`src/rtl/tli_div.sv`:
```
// ----------------------------------------------------------------------------
// tli_div
// Restoring unsigned divider, one quotient bit per cycle.
// ----------------------------------------------------------------------------
module tli_div #(
    parameter int QW = 33,
    parameter int DW = 33
) (
    input  logic          i_clk,
    input  logic          i_rst_n,
    input  logic          i_start,
    input  logic [DW-1:0] i_rem,
    input  logic [QW-1:0] i_num,
    input  logic [DW-1:0] i_den,
    output logic          o_busy,
    output logic [QW-1:0] o_quo
);

    localparam int CNT_W = $clog2(QW + 1);

    logic [DW-1:0]    r_rem;
    logic [QW-1:0]    r_quo;
    logic [DW-1:0]    r_den;
    logic [CNT_W-1:0] r_cnt;
    logic             r_busy;

    logic [DW:0]   w_trial;
    logic          w_ge;
    logic [DW:0]   w_diff;

    assign w_trial = {r_rem, r_quo[QW-1]};
    assign w_ge    = w_trial >= {1'b0, r_den};
    assign w_diff  = w_trial - {1'b0, r_den};

    always_ff @(posedge i_clk) begin
        if (!i_rst_n) begin
            r_busy <= 1'b0;
            r_cnt  <= '0;
        end else if (i_start) begin
            r_rem  <= i_rem;
            r_quo  <= i_num;
            r_den  <= i_den;
            r_cnt  <= CNT_W'(QW);
            r_busy <= 1'b1;
        end else if (r_busy) begin
            // shift in the next numerator bit, subtract when it fits
            r_rem  <= w_ge ? w_diff[DW-1:0] : w_trial[DW-1:0];
            r_quo  <= {r_quo[QW-2:0], w_ge};
            r_cnt  <= r_cnt - 1'b1;
            r_busy <= (r_cnt != CNT_W'(1));
        end
    end

    assign o_busy = r_busy;
    assign o_quo  = r_quo;

endmodule

```
`config.mk`:
```
export PLATFORM = sky130hd
export DESIGN_NAME = tli_div
export DESIGN_NICKNAME = d
export VERILOG_FILES = /design/src/rtl/tli_div.sv
export SDC_FILE = /design/constraint.sdc
export NUM_CORES = 1
export LEC_CHECK = 0
export BUFFER_PORTS_ARGS = -buffer_cell sky130_fd_sc_hd__clkbuf_2
export CORE_ASPECT_RATIO = 1.1
export CORE_MARGIN = 5
export CORE_UTILIZATION = 56
export CTS_CLUSTER_SIZE = 25
export DETAILED_ROUTE_END_ITERATION = 16
export GPL_TIMING_DRIVEN = 0
export PLACE_DENSITY_LB_ADDON = 0.25
export SLEW_MARGIN = 10
export SYNTH_ARGS = -nofsm -noshare
export SYNTH_HDL_FRONTEND = slang
export SYNTH_SLANG_ARGS = --single-unit
```
`constraint.sdc`:
```
create_clock -name i_clk -period 3.65 [get_ports i_clk]
set_clock_uncertainty 0.2 [all_clocks]
set_input_delay 0.73 -clock i_clk [delete_from_list [all_inputs] [get_ports i_clk]]
set_output_delay 0.73 -clock i_clk [all_outputs]
set_load 0.01 [all_outputs]
```
-- Yosys cells after proc, flatten, opt, wreduce, memory -nomap -nowiden
Cells that the tools add are included.
- register bits: 106
- bits in latches: 0
- bits in writable memories: 0
- memory bits (read-only): 0
- output and inout bits: 34
- memories: 0
- add/sub/neg operators: 2
- multiply operators: 0
- div/mod/pow operators: 0
- magnitude comparators: 1
- eq/ne operators: 1
- shift operators: 0
- multiplexer cells: 9
- bitwise logic cells: 1
- reduce and logical (&&, ||, !) cells: 4
- operators by type and width (cell ; count):
    $mux W33 ; 5
    $ge A34 B33 Y1 ; 1
    $sub A33 B33 Y33 ; 1
    $mux W6 ; 2
    $ne A6 B1 Y1 const B ; 1
    $sub A6 B1 Y6 const B ; 1
    $reduce_and A2 Y1 ; 2
    $mux W1 ; 2
    $reduce_bool A2 Y1 ; 1
    $reduce_or A2 Y1 ; 1
    $not A1 Y1 ; 1

-- Longest topological paths before layout
Gate-level depths: netlist (run 1).
- depth in word-level cells: 4
- mapped depth: 14
- mapped depth without buffers: 12

-- Least setup slack after synthesis (run 1)
Ideal clock, no wire load.
- path type: input port to flip-flop
- start point: input i_start
- end point: register r_quo[0] (netlist: o_quo[0]) (enable)
- setup time: 0.430 ns
- arrival time: 2.721 ns
- setup slack: 0.299 ns
- stages: 3
- buffers on the path: 2
- cell sequence: clkbuf_1 buf_2 o21a_1
- longest elaborated chain between the ends: 2
- ends and longest elaborated chain (item ; line ; source):
    start, declared ; 11 ; input logic i_start,
    $reduce_bool A2 Y1 (no source line) ; - ;
    $reduce_and A2 Y1 (no source line) ; - ;
    end signal, assigned ; 41 ; r_quo <= i_num;
    end signal, assigned ; 48 ; r_quo <= {r_quo[QW-2:0], w_ge};
    end, declared ; 22 ; logic [QW-1:0] r_quo;
Every way passes these cells.
A chain may end at the register's enable or synchronous reset.

-- Final worst setup path (run 1)
- start point: register r_quo[32] (netlist: o_quo[32])
- end point: register r_rem[26] (data pin)
- longest elaborated chain between the ends: 4
- elaborated cells on any way between the ends: 5
- ends and longest elaborated chain (item ; line ; source):
    $sub A33 B33 Y33 / $ge A34 B33 Y1 (equally long branches) ; 33, 32 ;
    $mux W33 * ; 47 ; r_rem <= w_ge ? w_diff[DW-1:0] : w_trial[DW-1:0];
    $mux W33 * ; 45 ; end else if (r_busy) begin
    $mux W33 * ; 39 ; end else if (i_start) begin
    end signal, assigned ; 40 ; r_rem <= i_rem;
    end signal, assigned ; 47 ;
    end, declared ; 21 ; logic [DW-1:0] r_rem;
Every way passes the cells marked *; elsewhere a longest branch is shown, timed or not. The select of a mux whose other input is x is not followed.

==> results of run 1 <==
-- worst max-delay path, cell delays in order (launching register included) --
cell                       delay [ns]
sky130_fd_sc_hd__edfxtp_1        0.42
sky130_fd_sc_hd__inv_1           0.08
sky130_fd_sc_hd__ha_1            0.13
sky130_fd_sc_hd__inv_1           0.06
sky130_fd_sc_hd__fa_1            0.41
sky130_fd_sc_hd__a21o_1          0.23
sky130_fd_sc_hd__a221o_1         0.37
sky130_fd_sc_hd__a31oi_4         0.18
sky130_fd_sc_hd__o21ai_2         0.13
sky130_fd_sc_hd__a211oi_4        0.38
sky130_fd_sc_hd__o21ai_2         0.15
sky130_fd_sc_hd__xor2_1          0.16
sky130_fd_sc_hd__a221o_1         0.34
-- where the power goes --
group / switching, mW / internal, mW / total (mW)
clock: 0.454 / 0.640 / 1.09
sequential: 0.0539 / 1.47 / 1.52
combinational: 0.616 / 0.490 / 1.11
total: 1.12 / 2.60 / 3.72
-- routing by layer --
layer,global-route usage,part of all wire,vias to the layer above
met5,0,0,-
met4,0.112,0.030,0
met3,0.0720,0.095,34
met2,0.403,0.48,222
met1,0.280,0.40,2405
li1,-,-,2477
-- final timing paths --
path	startpoint	end	slack (ns)
worst min-delay path	r_cnt[5]	o_busy	0.32
worst min register to register	r_cnt[5]	o_busy	0.32
worst max-delay path	o_quo[32]	r_rem[26]	0.15
worst max register to register	o_quo[32]	r_rem[26]	0.15
-- cell families (layout without fill, tap and decap cells) --
| group | count (synthesis) | count (layout) | share of synthesized area |
|---|---|---|---|
| AND/OR/NAND/NOR | 139 | 139 | 0.106 |
| buffers and inverters | 71 | 225 | 0.0454 |
| multiplexers | 56 | 56 | 0.0965 |
| XOR/XNOR | 32 | 32 | 0.0432 |
| AO/OA/AOI/OAI | 146 | 146 | 0.158 |
| adder cells (fa/ha/maj) | 36 | 36 | 0.0706 |
| flip-flops | 106 | 106 | 0.480 |
-- cells in the final DEF (no fill, tap or decap), types with 16 or more instances in the layout --
cell type                    n
sky130_fd_sc_hd__mux2_2     51
sky130_fd_sc_hd__edfxtp_1   99
sky130_fd_sc_hd__clkbuf_1   16
sky130_fd_sc_hd__a21oi_1    49
sky130_fd_sc_hd__xnor2_1    18
sky130_fd_sc_hd__ha_1       35
sky130_fd_sc_hd__inv_1      45
sky130_fd_sc_hd__clkbuf_2  135
sky130_fd_sc_hd__nand2_1    36
sky130_fd_sc_hd__a21o_1     18
sky130_fd_sc_hd__nor2_1     41
-- cell type report --
type | instances | area (um^2) | area share
multi-input cells | 409 | 3100 | 0.400
well taps | 150 | 188 | 0.0242
flip-flops and latches | 106 | 3110 | 0.402
inverters | 45 | 169 | 0.0218
plain buffers | 26 | 125 | 0.0161
clock buffers | 13 | 293 | 0.0378
repair buffers | 138 | 718 | 0.0927
clock inverters | 3 | 47.5 | 0.00613
-- state kept, by name (all words and copies together), names as in the netlist --
name	flops
r_den	33
r_cnt	6
o_busy	1
o_quo	33
r_rem	33
-- repair_timing --
item	CTS	global route
hold endpoints to repair	0	0
endpoints found under the setup margin	0	15
setup buffers	0	2
hold buffers	0	0
gates resized for setup	0	2
-- metrics by stage --
| stage | instance area, um^2 | power [mW] | setup WS, ns | TNS (ns) |
|---|---|---|---|---|
| global route | 7750 | 3.91 | 0.00182 | 0 |
| floorplan | 6480 | 2.33 | 0.299 | 0 |
| global placement | 7350 | 2.59 | -0.923 | -70.83 |
| CTS | 7720 | 3.72 | 0.145 | 0 |
| detailed placement | 7380 | 2.62 | 0.128 | 0 |
| finish | 7750 | 3.72 | 0.152 | 0 |
-- cell usage after synthesis (all sizes together) (4+ instances only) --
cell | n | area share
a31oi | 6 | 0.0068
edfxtp | 99 | 0.46
nor3b | 9 | 0.010
ha | 35 | 0.068
nor3 | 10 | 0.0077
a311oi | 4 | 0.0064
a221o | 8 | 0.012
xnor2 | 18 | 0.024
nand3 | 9 | 0.0069
mux2 | 52 | 0.090
buf | 11 | 0.011
a211oi | 10 | 0.014
inv | 45 | 0.026
xor2 | 14 | 0.019
clkbuf | 15 | 0.0087
a21o | 18 | 0.021
nor2b | 6 | 0.0058
o31ai | 4 | 0.0046
and3 | 7 | 0.0068
a21oi | 50 | 0.039
o21ai | 22 | 0.018
dfxtp | 7 | 0.022
nand2b | 6 | 0.0058
nand2 | 36 | 0.021
nor2 | 41 | 0.024
o21a | 4 | 0.0046
mux2i | 4 | 0.0062
==> tab_implementation.tex, run 1 <==
\begin{tabular}{lr}
\hline
Metric & Value \\
\hline
\multicolumn{2}{l}{\textbf{Outcome}} \\
Status & finished, final reports clean \\
\multicolumn{2}{l}{\textbf{Worst setup path}} \\
Required time worst endpoint & 3.55 ns \\
Worst EP arrival & 3.40 ns \\
Worst setup path category & reg -> reg \\
Startpoint Class & flop \\
Crit end category & flop \\
Critical-path maximum fanout & 5 \\
Reg2reg path depth & 12 \\
\multicolumn{2}{l}{\textbf{Yosys}} \\
Synth cell types & 63 \\
Count of warnings emitted by yosys & 0 \\
Post-synthesis instance total & 586 \\
Mapped cell area & 0.00648 mm\^{}2 \\
Number of nets in the synthesized netlist & 724 \\
Register area share after synthesis & 0.480 \\
Number of synthesized flops with an enable pin & 99 \\
Async SR Flop Fraction & 0 \\
Seq cells post-synth & 106 \\
Main synth FF type & sky130\_fd\_sc\_hd\_\_edfxtp\_1 \\
Mean instance size in the synthesized netlist & 11.1 um\^{}2 \\
\multicolumn{2}{l}{\textbf{Finish}} \\
Final-layout fill cell count & 900 \\
Count of nets after finishing & 873 \\
Final core utilization & 0.681 \\
Antenna diode count & 0 \\
Fraction of final layout cells with drive strength greater than 1 & 0.309 \\
Relative area change from synthesis to final layout & 19.6\% \\
Fin cells & 890 \\
\multicolumn{2}{l}{\textbf{GRT}} \\
Global-route wire length before repair & 25.9 mm \\
Number of global-route vias before repair & 5369 \\
Pin count of the biggest net entering global routing & 53 \\
Number of antenna violations at the first check in global routing & 0 \\
GRT Overall Usage & 0.239 \\
Total congestion overflow after global routing & 0 \\
\multicolumn{2}{l}{\textbf{CTS}} \\
Library cell used as clock root buffer & sky130\_fd\_sc\_hd\_\_clkbuf\_16 \\
Number of sinks driven by the clock tree & 106 \\
Number of buffers on the longest clock path & 2 \\
Clk slew on worst S/H paths & 0.07 ns \\
Number of buffers inserted during clock tree synthesis & 9 \\
H-tree depth reported by CTS & 3 \\
Clock tree from TritonCTS & yes \\
Insertion delay of the later-clocked pin in the worst-skew pair & 0.36 ns \\
\multicolumn{2}{l}{\textbf{Detailed routing}} \\
Detailed Route Iter0 Violations & 272 \\
Number of vias after detailed routing & 5138 \\
Vias per Instance & 5.77 \\
\# DRC & 0 \\
Routed WL & 16.0 mm \\
Number of iterations in the first detailed-routing pass & 6 \\
Post-detailed-route count of antenna-violating nets & 0 \\
Routed wire per std cell & 18.0 um \\
\multicolumn{2}{l}{\textbf{Power and ir drop}} \\
Reported leakage power & 3.31 nW \\
Power per standard cell area & 480 mW/mm\^{}2 \\
Worst vdd rail ir drop & 282 uV \\
\multicolumn{2}{l}{\textbf{Floorplan}} \\
Top Ports & 136 \\
Die ar. & 0.0138 mm\^{}2 \\
Effective utilization at floorplan & 0.569 \\
Die height & 123 um \\
Horizontal die dimension & 113 um \\
Core Region & 0.0114 mm\^{}2 \\
Site Rows & 41 \\
\multicolumn{2}{l}{\textbf{Placement}} \\
Count of input and output buffers & 135 \\
Placed cell count & 872 \\
Estimated wirelength of the detail-placed design & 11.9 mm \\
Final weighted congestion in routability-driven placement & 0.907 \\
\multicolumn{2}{l}{\textbf{Timing}} \\
Highest attainable clock frequency & 286 MHz \\
Crit share post-route & 0.958 \\
Slew Viols, Final & 0 \\
Count of endpoints failing hold in the final timing report & 0 \\
Relative max-transition margin & 0.423 \\
Setup Viol. Count Final & 0 \\
Shortest clock period the worst path allows after layout & 3.50 ns \\
Final-layout worst hold slack & 0.319 ns \\
Least-Margin Pin Slew & 0.866 ns \\
RSZ-0062 raised after global routing & no \\
\multicolumn{2}{l}{\textbf{Job}} \\
Number of violations of the max-capacitance limit & 0 \\
\multicolumn{2}{l}{\textbf{Min path}} \\
Classification of the worst-slack hold path & reg -> reg \\
Hold Path Cell Cnt & 1 \\
\hline
\end{tabular}
Note: power is estimated with default switching activity, not from simulation.
==> run 2, diff against run 1 <==
Settings changed: CORE_MARGIN 5 to 2.
==> run 2 against run 1 <==
  * Via count shrank 0.86%
  * Maximum frequency rose by 0.39%
  * Critical path type unchanged
  * Highest routed layer unchanged
  * Sequential power hardly changed
  * Sequential share of layout area up 0.31 points
==> tab_implementation.tex, run 2 (synthesized netlist as in run 1, its figures left out) <==
\begin{tabular}{lr}
\hline
Metric & Value \\
\hline
\multicolumn{2}{l}{\textbf{Placement}} \\
Post-place instance area & 0.00738 mm\^{}2 \\
Post-placement setup slack & 0.132 ns \\
Estimated wirelength of the detail-placed design & 11.2 mm \\
Placed cell count & 872 \\
Count of input and output buffers & 135 \\
Final weighted congestion in routability-driven placement & 0.978 \\
\multicolumn{2}{l}{\textbf{Finish}} \\
Total non-filler cell area in the finished layout & 0.00769 mm\^{}2 \\
Final core utilization & 0.675 \\
Commonest cells after routing, fill and taps aside & 135 x sky130\_fd\_sc\_hd\_\_clkbuf\_2, 99 x sky130\_fd\_sc\_hd\_\_edfxtp\_1, 51 x sky130\_fd\_sc\_hd\_\_mux2\_2 \\
Fin cells & 889 \\
Reg area & 0.00311 mm\^{}2 \\
Fraction of final layout cells with drive strength greater than 1 & 0.309 \\
Multi-input combinational cell area & 0.00310 mm\^{}2 \\
Leading cell type in the layout, fill and taps excluded & sky130\_fd\_sc\_hd\_\_clkbuf\_2 \\
Relative area change from synthesis to final layout & 18.6\% \\
Count of nets after finishing & 872 \\
Final-layout fill cell count & 895 \\
Antenna diode count & 0 \\
\multicolumn{2}{l}{\textbf{GRT}} \\
Global-route wire length before repair & 24.5 mm \\
Number of global-route vias before repair & 5161 \\
GRT Overall Usage & 0.257 \\
Number of antenna violations at the first check in global routing & 0 \\
Pin count of the biggest net entering global routing & 59 \\
Total congestion overflow after global routing & 0 \\
\multicolumn{2}{l}{\textbf{Floorplan}} \\
Top Ports & 136 \\
Site Rows & 41 \\
Die ar. & 0.0125 mm\^{}2 \\
Effective utilization at floorplan & 0.569 \\
Die height & 117 um \\
Horizontal die dimension & 107 um \\
Core Region & 0.0114 mm\^{}2 \\
\multicolumn{2}{l}{\textbf{Timing}} \\
Total negative slack for setup checks & 0 ns \\
Least-Margin Pin Slew & 0.860 ns \\
Shortest clock period the worst path allows after layout & 3.48 ns \\
RSZ-0062 raised after global routing & yes \\
Slew Viols, Final & 0 \\
Relative max-transition margin & 0.426 \\
Crit share post-route & 0.955 \\
Count of endpoints failing hold in the final timing report & 0 \\
Worst-case setup margin in the final layout & 0.166 ns \\
Highest attainable clock frequency & 287 MHz \\
Setup Viol. Count Final & 0 \\
\multicolumn{2}{l}{\textbf{CTS}} \\
H-tree depth reported by CTS & 3 \\
Insertion delay of the later-clocked pin in the worst-skew pair & 0.36 ns \\
Number of sinks driven by the clock tree & 106 \\
Number of buffers on the longest clock path & 2 \\
Number of buffers inserted during clock tree synthesis & 9 \\
Post-CTS Hold Buffers & 0 \\
Clk slew on worst S/H paths & 0.07 ns \\
Library cell used as clock root buffer & sky130\_fd\_sc\_hd\_\_clkbuf\_16 \\
Clock tree from TritonCTS & yes \\
\multicolumn{2}{l}{\textbf{Worst setup path}} \\
Startpoint Class & flop \\
Reg2reg path depth & 12 \\
Last element of the critical path & r\_rem[24] \\
Required time worst endpoint & 3.55 ns \\
Worst setup path category & reg -> reg \\
Chain of cells forming the critical path & inv\_1 > ha\_1 > inv\_1 > fa\_1 > a21o\_1 > a221o\_1 > a31oi\_4 > o21ai\_2 > a211oi\_4 > o21ai\_1 > xor2\_1 > a221o\_1 \\
Crit end category & flop \\
Slowest cell on the critical path & sky130\_fd\_sc\_hd\_\_edfxtp\_1 \\
Beginning of the critical path & o\_quo[32] \\
Worst EP arrival & 3.39 ns \\
End of the worst register-to-register path & r\_rem[24] \\
Crit-path max cell delay & 0.41 ns \\
Setup slack of the most critical reg-to-reg path & 0.17 ns \\
Worst R2R Start & o\_quo[32] \\
Critical-path maximum fanout & 5 \\
\multicolumn{2}{l}{\textbf{Detailed routing}} \\
Routed WL & 15.3 mm \\
Number of iterations in the first detailed-routing pass & 4 \\
Number of vias after detailed routing & 5094 \\
Detailed Route Iter0 Violations & 274 \\
\# DRC & 0 \\
Post-detailed-route count of antenna-violating nets & 0 \\
Routed wire per std cell & 17.2 um \\
Vias per Instance & 5.73 \\
\multicolumn{2}{l}{\textbf{Outcome}} \\
Status & finished, final reports clean \\
\multicolumn{2}{l}{\textbf{Min path}} \\
Hold Path Cell Cnt & 1 \\
Classification of the worst-slack hold path & reg -> reg \\
\multicolumn{2}{l}{\textbf{Power and ir drop}} \\
Reported leakage power & 3.27 nW \\
Power per standard cell area & 464 mW/mm\^{}2 \\
Worst vdd rail ir drop & 352 uV \\
\multicolumn{2}{l}{\textbf{Job}} \\
Number of violations of the max-capacitance limit & 0 \\
\hline
\end{tabular}
[run 2: worst min-delay path by stage]
stage          startpoint        to  slack, ns
2_1_floorplan    r_cnt[1]  r_cnt[1]       0.27
3_3_place_gp     r_cnt[1]  r_cnt[1]       0.28
3_5_place_dp     r_cnt[5]    o_busy       0.29
4_1_cts          r_cnt[5]    o_busy       0.31
5_1_grt          i_den[3]  r_den[3]       0.33
6_report         r_cnt[5]    o_busy       0.32
[run 2: power breakdown]
part	internal, mW	switching (mW)
logic	0.487	0.608
registers	1.47	0.0536
clock network	0.493	0.462
total	2.45	1.12
[run 2: repair_timing]
| item | CTS | global route |
|---|---|---|
| gates resized for setup | 0 | 2 |
| setup endpoints to repair | 0 | 4 |
| buffers inserted | 0 | 1 |
[run 2: through the flow]
stage	total power [mW]	hold WS [ns]
floorplan	2.33	0.269
global placement	2.58	0.282
detailed placement	2.62	0.292
CTS	3.57	0.313
global route	3.75	0.328
finish	3.57	0.317
[run 2: cell type report]
type / instances / share of cell area
Inverter: 45 / 0.0220
Buffer: 26 / 0.0163
Tap cell: 150 / 0.0244
Multi-Input combinational cell: 409 / 0.403
Clock buffer: 11 / 0.0316
Sequential cell: 106 / 0.405
Timing Repair Buffer: 137 / 0.0924
Clock inverter: 5 / 0.00586
[run 2: worst max-delay path: cells and delay by family (launching register included)]
family | cells | cell delay, ns
AOI/OAI and AO/OA | 7 | 1.79
xor gates and xnor gates | 1 | 0.16
adders and majority gates | 2 | 0.53
buffers and inverters | 2 | 0.14
DFF | 1 | 0.41
[run 2: metal layers]
| metal | track usage | routed length [um] | vias to the layer above | share of wire |
|---|---|---|---|---|
| met5 | 0 | 0 | - | 0 |
| met4 | 0.122 | 506 | 0 | 0.033 |
| met3 | 0.0714 | 1340 | 40 | 0.088 |
| met2 | 0.438 | 7240 | 208 | 0.47 |
| met1 | 0.304 | 6160 | 2373 | 0.40 |
| li1 | - | - | 2473 | - |
